--- src/rtl/mkds_pkg.sv ---
// ----------------------------------------------------------------------------
// mkds_pkg
// Shared widths, key code table and controller/datapath handshake types for
// the multi-key debounce scanner.
// ----------------------------------------------------------------------------
`default_nettype none

package mkds_pkg;

  localparam int PIN_W     = 14;   // raw key pins carried by one scan item
  localparam int KEY_SLOTS = 32;   // most keys the scanner can hold
  localparam int SLOT_W    = 5;    // bits to index KEY_SLOTS
  localparam int COUNT_W   = 9;
  localparam int THR_W     = 8;
  localparam int CODE_W    = 4;

  localparam logic [COUNT_W-1:0] COUNT_MAX  = '1;
  localparam logic [THR_W-1:0]   HOLD_RESET = 8'd50;

  // Fixed code of each key slot.
  localparam logic [CODE_W-1:0] CODE_TABLE [KEY_SLOTS] = '{
    4'd2,  4'd5,  4'd8,  4'd0,  4'd11, 4'd9,  4'd6,  4'd3,
    4'd13, 4'd12, 4'd1,  4'd4,  4'd7,  4'd10, 4'd14, 4'd15,
    4'd0,  4'd1,  4'd2,  4'd3,  4'd4,  4'd5,  4'd6,  4'd7,
    4'd8,  4'd9,  4'd10, 4'd11, 4'd12, 4'd13, 4'd14, 4'd15
  };

  // Commands from the controller to the datapath.
  typedef struct packed {
    logic load;   // capture pins, restart key index
    logic step;   // update one key's counter and arm flag
    logic emit;   // move the lowest pending event into the output register
  } cmd_t;

  // Status from the datapath to the controller.
  typedef struct packed {
    logic last_key;    // key index is on the final key
    logic mask_empty;  // no events pending for this tick
    logic out_free;    // output register can take an item this cycle
  } status_t;

endpackage

`default_nettype wire

--- src/rtl/mkds_ifs.sv ---
// ----------------------------------------------------------------------------
// mkds_ifs
// Valid/ready channels of the scanner: scan ticks in, key events out and the
// hold threshold write channel.
// ----------------------------------------------------------------------------
`default_nettype none

interface mkds_key_if import mkds_pkg::*; ();
  logic             valid;
  logic             ready;
  logic [PIN_W-1:0] key_pins_low;

  modport source (output valid, output key_pins_low, input ready);
  modport sink   (input valid, input key_pins_low, output ready);
endinterface

interface mkds_event_if import mkds_pkg::*; ();
  logic              valid;
  logic              ready;
  logic [CODE_W-1:0] key_code;
  logic              last_of_tick;

  modport source (output valid, output key_code, output last_of_tick, input ready);
  modport sink   (input valid, input key_code, input last_of_tick, output ready);
endinterface

interface mkds_cfg_if import mkds_pkg::*; ();
  logic             valid;
  logic             ready;
  logic [THR_W-1:0] hold_threshold;

  modport source (output valid, output hold_threshold, input ready);
  modport sink   (input valid, input hold_threshold, output ready);
endinterface

`default_nettype wire

--- src/rtl/multi_key_debounce_scanner.sv ---
// Order: an accepted tick walks all NUM_KEYS keys, one per cycle, and only
//   then are its events drained through the output register.
// Rate: a new tick is taken only after the walk and drain of the last one;
//   the walk covers one key per cycle over the counter array and the drain
//   hands out one event per cycle while the output register has room.
// Reset: synchronous; counters clear, all keys armed, threshold returns to 50.
// ----------------------------------------------------------------------------
// multi_key_debounce_scanner
// Debounces up to 32 active-low keys per scan tick and emits one key code
// per press once the hold count passes the programmed threshold.
// ----------------------------------------------------------------------------
`default_nettype none

module multi_key_debounce_scanner import mkds_pkg::*; #(
  parameter int NUM_KEYS = 14
) (
  input  wire logic    clk,
  input  wire logic    rst,
  mkds_key_if.sink     key_in,
  mkds_event_if.source event_out,
  mkds_cfg_if.sink     cfg
);

  cmd_t    cmd;
  status_t status;

  // Threshold writes are always taken, with no check by the block; the user must
  // write only while the scanner is idle, never in the middle of a key walk.
  assign cfg.ready = 1'b1;

  // Controller: idle -> scan (one key per cycle) -> drain pending events.
  // Ready is high only in idle, but the output register lets the last event
  // of a tick wait downstream while the next tick is taken.
  mkds_ctrl u_ctrl (
    .clk      (clk),
    .rst      (rst),
    .in_valid (key_in.valid),
    .in_ready (key_in.ready),
    .status   (status),
    .cmd      (cmd)
  );

  // Datapath: hold counters, arm flags, pending event mask, output register.
  // During the walk each qualifying key sets its bit in the mask; the drain
  // then hands out bits lowest first and marks the one that empties the mask.
  mkds_datapath #(
    .NUM_KEYS (NUM_KEYS)
  ) u_datapath (
    .clk           (clk),
    .rst           (rst),
    .cmd           (cmd),
    .status        (status),
    .key_pins_low  (key_in.key_pins_low),
    .cfg_valid     (cfg.valid),
    .cfg_threshold (cfg.hold_threshold),
    .out_valid     (event_out.valid),
    .out_ready     (event_out.ready),
    .out_code      (event_out.key_code),
    .out_last      (event_out.last_of_tick)
  );

  // Idle means every event of the previous tick has left the mask.
  a_idle_drained : assert property (@(posedge clk) disable iff (rst)
    key_in.ready |-> status.mask_empty)
    else $error("scanner idle with events still pending");

  // Drop ready right after a tick is taken: the walk must run first.
  a_busy_after_accept : assert property (@(posedge clk) disable iff (rst)
    (key_in.valid && key_in.ready) |=> !key_in.ready)
    else $error("tick accepted while key walk in progress");

  // Emit only with a pending event and room in the output register.
  a_emit_legal : assert property (@(posedge clk) disable iff (rst)
    cmd.emit |-> (status.out_free && !status.mask_empty))
    else $error("event emitted without room or without a pending event");

  // One command at a time.
  a_one_cmd : assert property (@(posedge clk) disable iff (rst)
    $onehot0({cmd.load, cmd.step, cmd.emit}))
    else $error("controller issued more than one command");

endmodule

`default_nettype wire

--- src/rtl/mkds_ctrl.sv ---
// ----------------------------------------------------------------------------
// mkds_ctrl
// Sequencer: take a tick, walk the keys once, then drain pending events.
// ----------------------------------------------------------------------------
`default_nettype none

module mkds_ctrl import mkds_pkg::*; (
  input  wire logic    clk,
  input  wire logic    rst,
  input  wire logic    in_valid,
  output logic         in_ready,
  input  wire status_t status,
  output cmd_t         cmd
);

  typedef enum logic [2:0] {
    ST_IDLE  = 3'b001,
    ST_SCAN  = 3'b010,
    ST_DRAIN = 3'b100
  } state_t;

  state_t state;
  state_t state_next;

  always_ff @(posedge clk) begin
    if (rst) begin
      state <= ST_IDLE;
    end else begin
      state <= state_next;
    end
  end

  always_comb begin
    state_next = state;
    cmd        = '0;
    in_ready   = 1'b0;
    case (state)
      ST_IDLE: begin
        in_ready = 1'b1;
        if (in_valid) begin
          cmd.load   = 1'b1;
          state_next = ST_SCAN;
        end
      end
      ST_SCAN: begin
        cmd.step = 1'b1;
        if (status.last_key) begin
          state_next = ST_DRAIN;
        end
      end
      ST_DRAIN: begin
        if (status.mask_empty) begin
          state_next = ST_IDLE;
        end else if (status.out_free) begin
          cmd.emit = 1'b1;
        end
      end
      default: begin
        state_next = ST_IDLE;
      end
    endcase
  end

endmodule

`default_nettype wire

--- src/rtl/mkds_datapath.sv ---
// ----------------------------------------------------------------------------
// mkds_datapath
// Per-key hold counters and arm flags, pending event mask and output register.
// ----------------------------------------------------------------------------
`default_nettype none

module mkds_datapath import mkds_pkg::*; #(
  parameter int NUM_KEYS = 14
) (
  input  wire logic             clk,
  input  wire logic             rst,
  input  wire cmd_t             cmd,
  output status_t               status,
  input  wire logic [PIN_W-1:0] key_pins_low,
  input  wire logic             cfg_valid,
  input  wire logic [THR_W-1:0] cfg_threshold,
  output logic                  out_valid,
  input  wire logic             out_ready,
  output logic [CODE_W-1:0]     out_code,
  output logic                  out_last
);

  localparam int IDX_W = (NUM_KEYS > 1) ? $clog2(NUM_KEYS) : 1;

  logic [THR_W-1:0]    threshold;
  logic [COUNT_W-1:0]  hold_count [NUM_KEYS];
  logic [NUM_KEYS-1:0] armed;
  logic [NUM_KEYS-1:0] mask;
  logic [NUM_KEYS-1:0] mask_next;
  logic [NUM_KEYS-1:0] pins;
  logic [IDX_W-1:0]    idx;

  logic [KEY_SLOTS-1:0] pins_wide;
  logic                 pressed;
  logic [COUNT_W-1:0]   cnt_cur;
  logic [COUNT_W-1:0]   cnt_inc;
  logic                 fire;
  logic [IDX_W-1:0]     sel;
  logic [NUM_KEYS-1:0]  mask_rest;

  // Keys past the pin field read level 0, so they count as pressed.
  assign pins_wide = KEY_SLOTS'(key_pins_low);

  assign pressed = ~pins[idx];
  assign cnt_cur = hold_count[idx];
  assign cnt_inc = (cnt_cur == COUNT_MAX) ? cnt_cur : cnt_cur + COUNT_W'(1);
  assign fire    = pressed && armed[idx] && (cnt_inc > COUNT_W'(threshold));

  // Lowest pending event goes out first.
  always_comb begin
    sel = '0;
    for (int i = NUM_KEYS - 1; i >= 0; i--) begin
      if (mask[i]) begin
        sel = IDX_W'(i);
      end
    end
  end

  assign mask_rest = mask & (mask - NUM_KEYS'(1));

  always_comb begin
    mask_next = mask;
    if (cmd.step && fire) begin
      mask_next[idx] = 1'b1;
    end
    if (cmd.emit) begin
      mask_next = mask_rest;
    end
  end

  assign status.last_key   = (idx == IDX_W'(NUM_KEYS - 1));
  assign status.mask_empty = (mask == '0);
  assign status.out_free   = !out_valid || out_ready;

  always_ff @(posedge clk) begin
    if (cmd.load) begin
      pins <= pins_wide[NUM_KEYS-1:0];
    end
    if (cmd.emit) begin
      out_code <= CODE_TABLE[SLOT_W'(sel)];
      out_last <= (mask_rest == '0);
    end
  end

  always_ff @(posedge clk) begin
    if (rst) begin
      threshold <= HOLD_RESET;
      for (int k = 0; k < NUM_KEYS; k++) begin
        hold_count[k] <= '0;
      end
      armed     <= '1;
      mask      <= '0;
      idx       <= '0;
      out_valid <= 1'b0;
    end else begin
      if (cfg_valid) begin
        threshold <= cfg_threshold;
      end
      mask <= mask_next;
      if (cmd.load) begin
        idx <= '0;
      end else if (cmd.step) begin
        idx <= status.last_key ? '0 : idx + IDX_W'(1);
        if (pressed) begin
          hold_count[idx] <= cnt_inc;
          if (fire) begin
            armed[idx] <= 1'b0;
          end
        end else begin
          hold_count[idx] <= '0;
          armed[idx]      <= 1'b1;
        end
      end
      if (cmd.emit) begin
        out_valid <= 1'b1;
      end else if (out_ready) begin
        out_valid <= 1'b0;
      end
    end
  end

endmodule

`default_nettype wire

--- src/flat_wrapper.sv ---
// flat-port wrapper written by rule: the top's interface ports become plain ports
module multi_key_debounce_scanner_flat import mkds_pkg::*;
#(
  parameter int NUM_KEYS = 14
)
  (clk, rst, key_in_valid, key_in_key_pins_low, key_in_ready, event_out_valid, event_out_key_code, event_out_last_of_tick, event_out_ready, cfg_valid, cfg_hold_threshold, cfg_ready);
  mkds_key_if key_in_i ();
  mkds_event_if event_out_i ();
  mkds_cfg_if cfg_i ();
  input  wire logic clk;
  input  wire logic rst;
  input wire logic [$bits(key_in_i.valid)-1:0] key_in_valid;
  input wire logic [$bits(key_in_i.key_pins_low)-1:0] key_in_key_pins_low;
  output wire logic [$bits(key_in_i.ready)-1:0] key_in_ready;
  output wire logic [$bits(event_out_i.valid)-1:0] event_out_valid;
  output wire logic [$bits(event_out_i.key_code)-1:0] event_out_key_code;
  output wire logic [$bits(event_out_i.last_of_tick)-1:0] event_out_last_of_tick;
  input wire logic [$bits(event_out_i.ready)-1:0] event_out_ready;
  input wire logic [$bits(cfg_i.valid)-1:0] cfg_valid;
  input wire logic [$bits(cfg_i.hold_threshold)-1:0] cfg_hold_threshold;
  output wire logic [$bits(cfg_i.ready)-1:0] cfg_ready;
  assign key_in_i.valid = key_in_valid;
  assign key_in_i.key_pins_low = key_in_key_pins_low;
  assign key_in_ready = key_in_i.ready;
  assign event_out_valid = event_out_i.valid;
  assign event_out_key_code = event_out_i.key_code;
  assign event_out_last_of_tick = event_out_i.last_of_tick;
  assign event_out_i.ready = event_out_ready;
  assign cfg_i.valid = cfg_valid;
  assign cfg_i.hold_threshold = cfg_hold_threshold;
  assign cfg_ready = cfg_i.ready;
  multi_key_debounce_scanner #(.NUM_KEYS(NUM_KEYS)) u_core (.clk(clk), .rst(rst), .key_in(key_in_i), .event_out(event_out_i), .cfg(cfg_i));
endmodule
--- config.mk ---
export PLATFORM = sky130hd
export DESIGN_NAME = multi_key_debounce_scanner_flat
export DESIGN_NICKNAME = d
export VERILOG_FILES = /design/src/rtl/mkds_pkg.sv /design/src/rtl/mkds_ifs.sv /design/src/rtl/multi_key_debounce_scanner.sv /design/src/rtl/mkds_ctrl.sv /design/src/rtl/mkds_datapath.sv /design/src/flat_wrapper.sv
export SDC_FILE = /design/constraint.sdc
export NUM_CORES = 1
export LEC_CHECK = 0
export BUFFER_PORTS_ARGS = -buffer_cell sky130_fd_sc_hd__buf_2
export CORE_MARGIN = 2
export CORE_UTILIZATION = 62
export DETAILED_ROUTE_END_ITERATION = 10
export PLACE_DENSITY = 0.85
export SLEW_MARGIN = 0
export SYNTH_ARGS = -nofsm -noshare
export SYNTH_HDL_FRONTEND = slang
export SYNTH_SLANG_ARGS = --single-unit
--- constraint.sdc ---
create_clock -name clk -period 13.7 [get_ports clk]
set_input_delay 0.685 -clock clk [delete_from_list [all_inputs] [get_ports clk]]
set_output_delay 0.685 -clock clk [all_outputs]
set_load 0.005 [all_outputs]
# --- Yosys cells after proc, flatten, opt, wreduce, memory -nomap -nowiden ---
# Memory sizes are Yosys's and may differ from the RTL's. A register that Yosys moved wholly into a read port is not among the register bits.
# Index checks and enable logic that the tools add are counted.
op_classes:
  bitwise_logic: 9
  muxes: 57
  add_sub_neg: 3
  eq_ne: 8
  reduce_logical: 15
  order_cmp: 3
op_table:
  columns: ["cell", "count"]
  rows:
  - ["$mux W4", 18]
  - ["$mux W14", 4]
  - ["$and A14 B14 Y14", 2]
  - ["$logic_not A14 Y1", 2]
  - ["$or A14 B14 Y14", 2]
  - ["$mux W9", 3]
  - ["$mux W1", 25]
  - ["$not A14 Y14", 1]
  - ["$sub A14 B1 Y14 const B", 1]
  - ["$add A9 B1 Y9 const B", 1]
  - ["$eq A9 B9 Y1 const B", 1]
  - ["$gt A9 B8 Y1", 1]
  - ["$mux W3", 3]
  - ["$pmux W3 S3", 1]
  - ["$reduce_or A9 Y1", 1]
  - ["$bmux W1 S4", 2]
  - ["$not A4 Y6", 1]
  - ["$reduce_and A3 Y1", 2]
  - ["$reduce_bool A2 Y1", 3]
  - ["$lt A4 B5 Y1 const B", 1]
  - ["$add A4 B1 Y4 const B", 1]
  - ["$demux W1 S4", 1]
  - ["$eq A4 B4 Y1 const B", 1]
  - ["$ge A4 B1 Y1 const B", 1]
  - ["other kinds (11)", 16]
totals:
  mem_bits_ro: 128
  n_memories: 2
  ram_bits: 126
  regBits: 59
  input_bits: 27
  elab_cells: 105
mem_list:
  columns: ["memory", "depth", "word_bits", "read_ports", "rd_clocked_by_memory_dff", "wr", "line_no", "rtl"]
  rows:
  - ["(name not given)", 32, 4, 1, 1, 0, "mkds_datapath.sv:80", "out_code <= CODE_TABLE[SLOT_W'(sel)];"]
  - ["u_core.u_datapath.hold_count", 14, 9, 1, 1, 14, "mkds_datapath.sv:26", "logic [COUNT_W-1:0] hold_count [NUM_KEYS];"]

# --- Longest topological paths before layout ---
depth:
  word_depth: 15
  mapped_depth: 24
  depth_no_buf: 18

# --- Cells and area by module ---
# Synthesis repeated with hierarchy kept, for this count alone.
unflattened:
  cells_unflattened: 856
  area_unflattened_um2: 10152.2
modules_own_cells:
  columns: ["module", "n_inst", "seq_area_each_um2", "cells_per_inst", "area_each_um2"]
  rows:
  - ["mkds_datapath", 1, 5795.6, 837, 9967.1]
  - ["mkds_ctrl", 1, 60.1, 17, 173.9]
  - ["multi_key_debounce_scanner", 1, 0.0, 2, 11.3]

# --- Worst setup path after synthesis ---
# No wires, ideal clock.
synth_timing:
  path_kind: "register -> register"
  startpoint: "reg (tool-made name)"
  endpoint: "reg u_core.u_datapath.mask[2]"
  path_buffers: 6
  t_arrival_ps: 5083
  stages_incl_launch_ff: 25
  setup_slack_ps: 8499
  path_cell_list: "dfxtp_1 > buf_6 > buf_12 > buf_12 > mux4_1 > mux2i_1 > a211oi_2 > ha_1 > nand2_1 > o22a_1 > or4b_1 > buf_4 > nor2_8 > mux2i_4 > buf_4 > inv_1 > ha_1 > nor2b_1 > o21ai_0 > a21oi_1 > o41ai_1 > o211ai_4 > and3_1 > buf_2 > a32o_1"
synth_rtl:
  columns: ["element", "line_no", "rtl"]
  rows:
  - ["end signal, assigned", "mkds_datapath.sv:99", "mask <= mask_next;"]
  - ["end, declared", "mkds_datapath.sv:28", "logic [NUM_KEYS-1:0] mask;"]

==> summary.md <==
| Metric | Value |
|---|---|
| Leading area contributor after synthesis | edfxtp_1 |
| Avg Synthesized Cell Area | 12.5 um2 |
| Yosys cell types | 70 |
| Register area share after synthesis | 58.2% |
| Via count | 6843 |
| Cts hold-fix bufs | 0 |
| Internal power | 1.10 mW |
| Clock Tree Root | clkbuf_16 |
| Max Buffers Root-to-Sink | 3 |
| Combinational power share | 6.3% |
| Hold slack | 0.358 ns |
| Main combinational cell family by area after synthesis | simple AND/OR/NAND/NOR gates |
| # setup viols final | 0 |
| Final core utilization | 69.0% |
| Synth warn | 0 |
| Placed cell area | 10200 um2 |
| Pin slew with the least headroom to its limit | 1.24 ns |
| Die Height | 131 um |
| Share of power burned in registers | 51.1% |
| Post-synthesis simple-gate area fraction | 14.4% |
| Compound-Gate Fraction of Synth Area | 8.56% |
| Net Sw Power | 0.303 mW |
| Ys async rst share | 0% |
| XOR/XNOR Fraction of Synth Area | 0.336% |
| Setup TNS | 0 ns |
| Max-cap violations | 0 |
| Area delta synth->final | 8.93% |
| Clock transition at path regs | 0.06 ns |
| Hold path cells | 1 |
| Gpl congestion | 0.899 |
| Vias per inst | 6.51 |
| Syn Nets | 844 |
| Crit path arrival time | 6.76 ns |
| Initial antenna violation count | 0 |
| Vias in the first global route | 6820 |
| Core area | 15900 um2 |
| Clock power frac | 42.7% |
| RSZ-0062 raised after global routing | false |
| Remaining DRCs | 0 |
| Final worst path period share | 46.5% |
| Synth Instances | 803 |
| Avg WL per Cell | 22.5 um |
| N_diodes | 0 |
| Clock tree from TritonCTS | built |
| Total gr overflow | 0 |
| IO Port Bufs | 33 |
| Post-Synth Adder-Cell Area | 1.84% |
| Mux cell area share after synthesis | 12.6% |
| Rows | 46 |
| CP required | 14.09 ns |
| Synth area leaders | edfxtp_1 (49%), dfxtp_1 (9.6%), nor2_1 (6.1%) |
| Initial drt markers | 876 |
| Final #Nets | 862 |
| Worst slew margin | 16.7% |
| CP Launch Type | register |
| Yosys reg bits | 211 |
| Post-CTS Setup Bufs | 0 |
| Post-synth top flop | edfxtp_1 |
| Die ar. | 17300 um2 |
| Minimum clock period | 6.38 ns |
| H-tree depth | 1 |
| Run status | finished clean |
| Hold Vio Cnt, Final | 0 |
| Largest net degree at the start of global routing | 37 |
| Leak | 3.98 nW |
| Post-synth top area share | 48.7% |
| Layout cells sized above 1 | 15.0% |
| CTS buffer count | 22 |
| CP Class | register to register |
| Most frequent cell after synthesis | nor2_1 |
| Layout Skew | 0.0143 ns |
| Worst-Skew Late Latency | 0.51 ns |
| Die Span X | 131 um |
| Post-Syn Area | 10100 um2 |
| IO Pins | 35 |
| Final max-slew violation count | 0 |
| Overall global routing resource usage | 27.7% |
| First-pass GRT wire length | 37100 um |
| Number of synthesized flops with an enable pin | 163 |
| Hold Crit Start | key_in_key_pins_low[8] |
| CTS Sinks | 211 |
| Fmax | 0.157 GHz |
| Peak supply drop | 0.108 mV |
| CP Max Fanout | 19 |
| Switching share of power | 21.6% |
| Initial Util | 63.3% |
| Critical Path Sink Type | register |
| WL final | 23700 um |
| Post-DP HPWL | 15200 um |
| CTS-repair resized insts | 0 |
| P per Cell Area | 128 nW/um2 |
| Worst min path class | input pin to register |
| Final Cell Area | 11000 um2 |
| Pre-antenna DRT Iters | 5 |
| Filler instances | 1101 |
| Post-synth top cells | nor2_1 (164), edfxtp_1 (163), nand2_1 (51), dfxtp_1 (48), a21oi_1 (31) |
| Post-route antenna net violation count | 0 |
| Worst reg-to-reg path cell count | 18 |
==> layer usage <==
metal | track usage [%] | routed length (um)
met1 | 36.9 | 8820
met2 | 45.3 | 11400
met3 | 6.02 | 2530
met4 | 10.4 | 928
met5 | 0 | 0
==> metrics by stage <==
stage	worst slack, ns	std cells	power (mW)
after floorplan	8.50	803	0.790
after global placement	7.62	1013	0.809
after detailed placement	7.49	1013	0.813
after CTS	7.41	1051	1.40
after global routing	7.12	1051	1.43
final	7.32	1051	1.40
==> critical path: stages, from the launching register on <==
cell and delay [ns]:
dfxtp_1 0.86, mux4_2 0.35, mux2i_1 0.12, a211oi_2 0.46, ha_1 0.27, nand2_1 0.06
o22a_1 0.31, or4b_1 0.76, nor2_8 0.25, mux2i_4 0.52, inv_1 0.10, ha_1 0.32
nor2b_1 0.15, o21ai_0 0.14, a21oi_1 0.14, o41ai_1 0.57, o211ai_4 0.29, and3_1 0.33
a32o_1 0.24
==> logic make-up after synthesis <==
| group | Yosys count |
|---|---|
| other | 1 |
| DFF | 211 |
| adders and majority gates | 15 |
| xor gates and xnor gates | 3 |
| and+or+nand+nor | 320 |
| buffers and inverters | 70 |
| muxes | 62 |
| AOI/OAI and AO/OA | 121 |
==> state kept, by name, summed over array words and instances (netlist names), named ones only <==
register and count:
u_core.u_ctrl.state 3, u_core.u_datapath.hold_count 144, u_core.u_datapath.idx 4, u_core.u_datapath.mask 14, u_core.u_datapath.out_code 4, u_core.u_datapath.out_last 1
u_core.u_datapath.out_valid 1, u_core.u_datapath.pins 14, u_core.u_datapath.threshold 8
==> final timing paths <==
path	to	slack [ns]
setup / recovery	u_core.u_datapath.mask[12]$_SDFFE_PP0P_	7.32
hold / removal	u_core.u_datapath.pins[8]$_DFFE_PP_	0.36
setup reg to reg	u_core.u_datapath.mask[12]$_SDFFE_PP0P_	7.32
hold reg to reg	u_core.u_datapath.threshold[4]$_SDFFE_PP1P_	0.49
==> cell type report <==
| cell class | count | area, um2 | area share, % |
|---|---|---|---|
| clock buffer | 32 | 639 | 5.84 |
| clock inverter | 6 | 83.8 | 0.765 |
| inverter | 25 | 93.8 | 0.857 |
| multi-input combinational | 522 | 3800 | 34.7 |
| sequential | 211 | 5860 | 53.5 |
| tap | 216 | 270 | 2.47 |
| timing repair buffer | 39 | 210 | 1.92 |
==> placed cells by master, fill, tap and decap left out, drive strengths merged, types with 24 or more instances in the layout <==
cell type / instances
nor2: 174
edfxtp: 163
nand2: 51
dfxtp: 48
mux4: 43
buf: 39
clkbuf: 32
a21oi: 31
nand3: 30
inv: 24
o21ai: 24
==> power by group through the flow <==
stage	sequential [mW]	combinational [mW]	clock, mW
6_report	0.715	0.0877	0.597
5_1_grt	0.717	0.0937	0.621
4_1_cts	0.715	0.0863	0.598
3_5_place_dp	0.729	0.0844	0
3_3_place_gp	0.727	0.0815	0
2_1_floorplan	0.725	0.0649	0
Note: power is estimated with default switching activity, not from simulation.
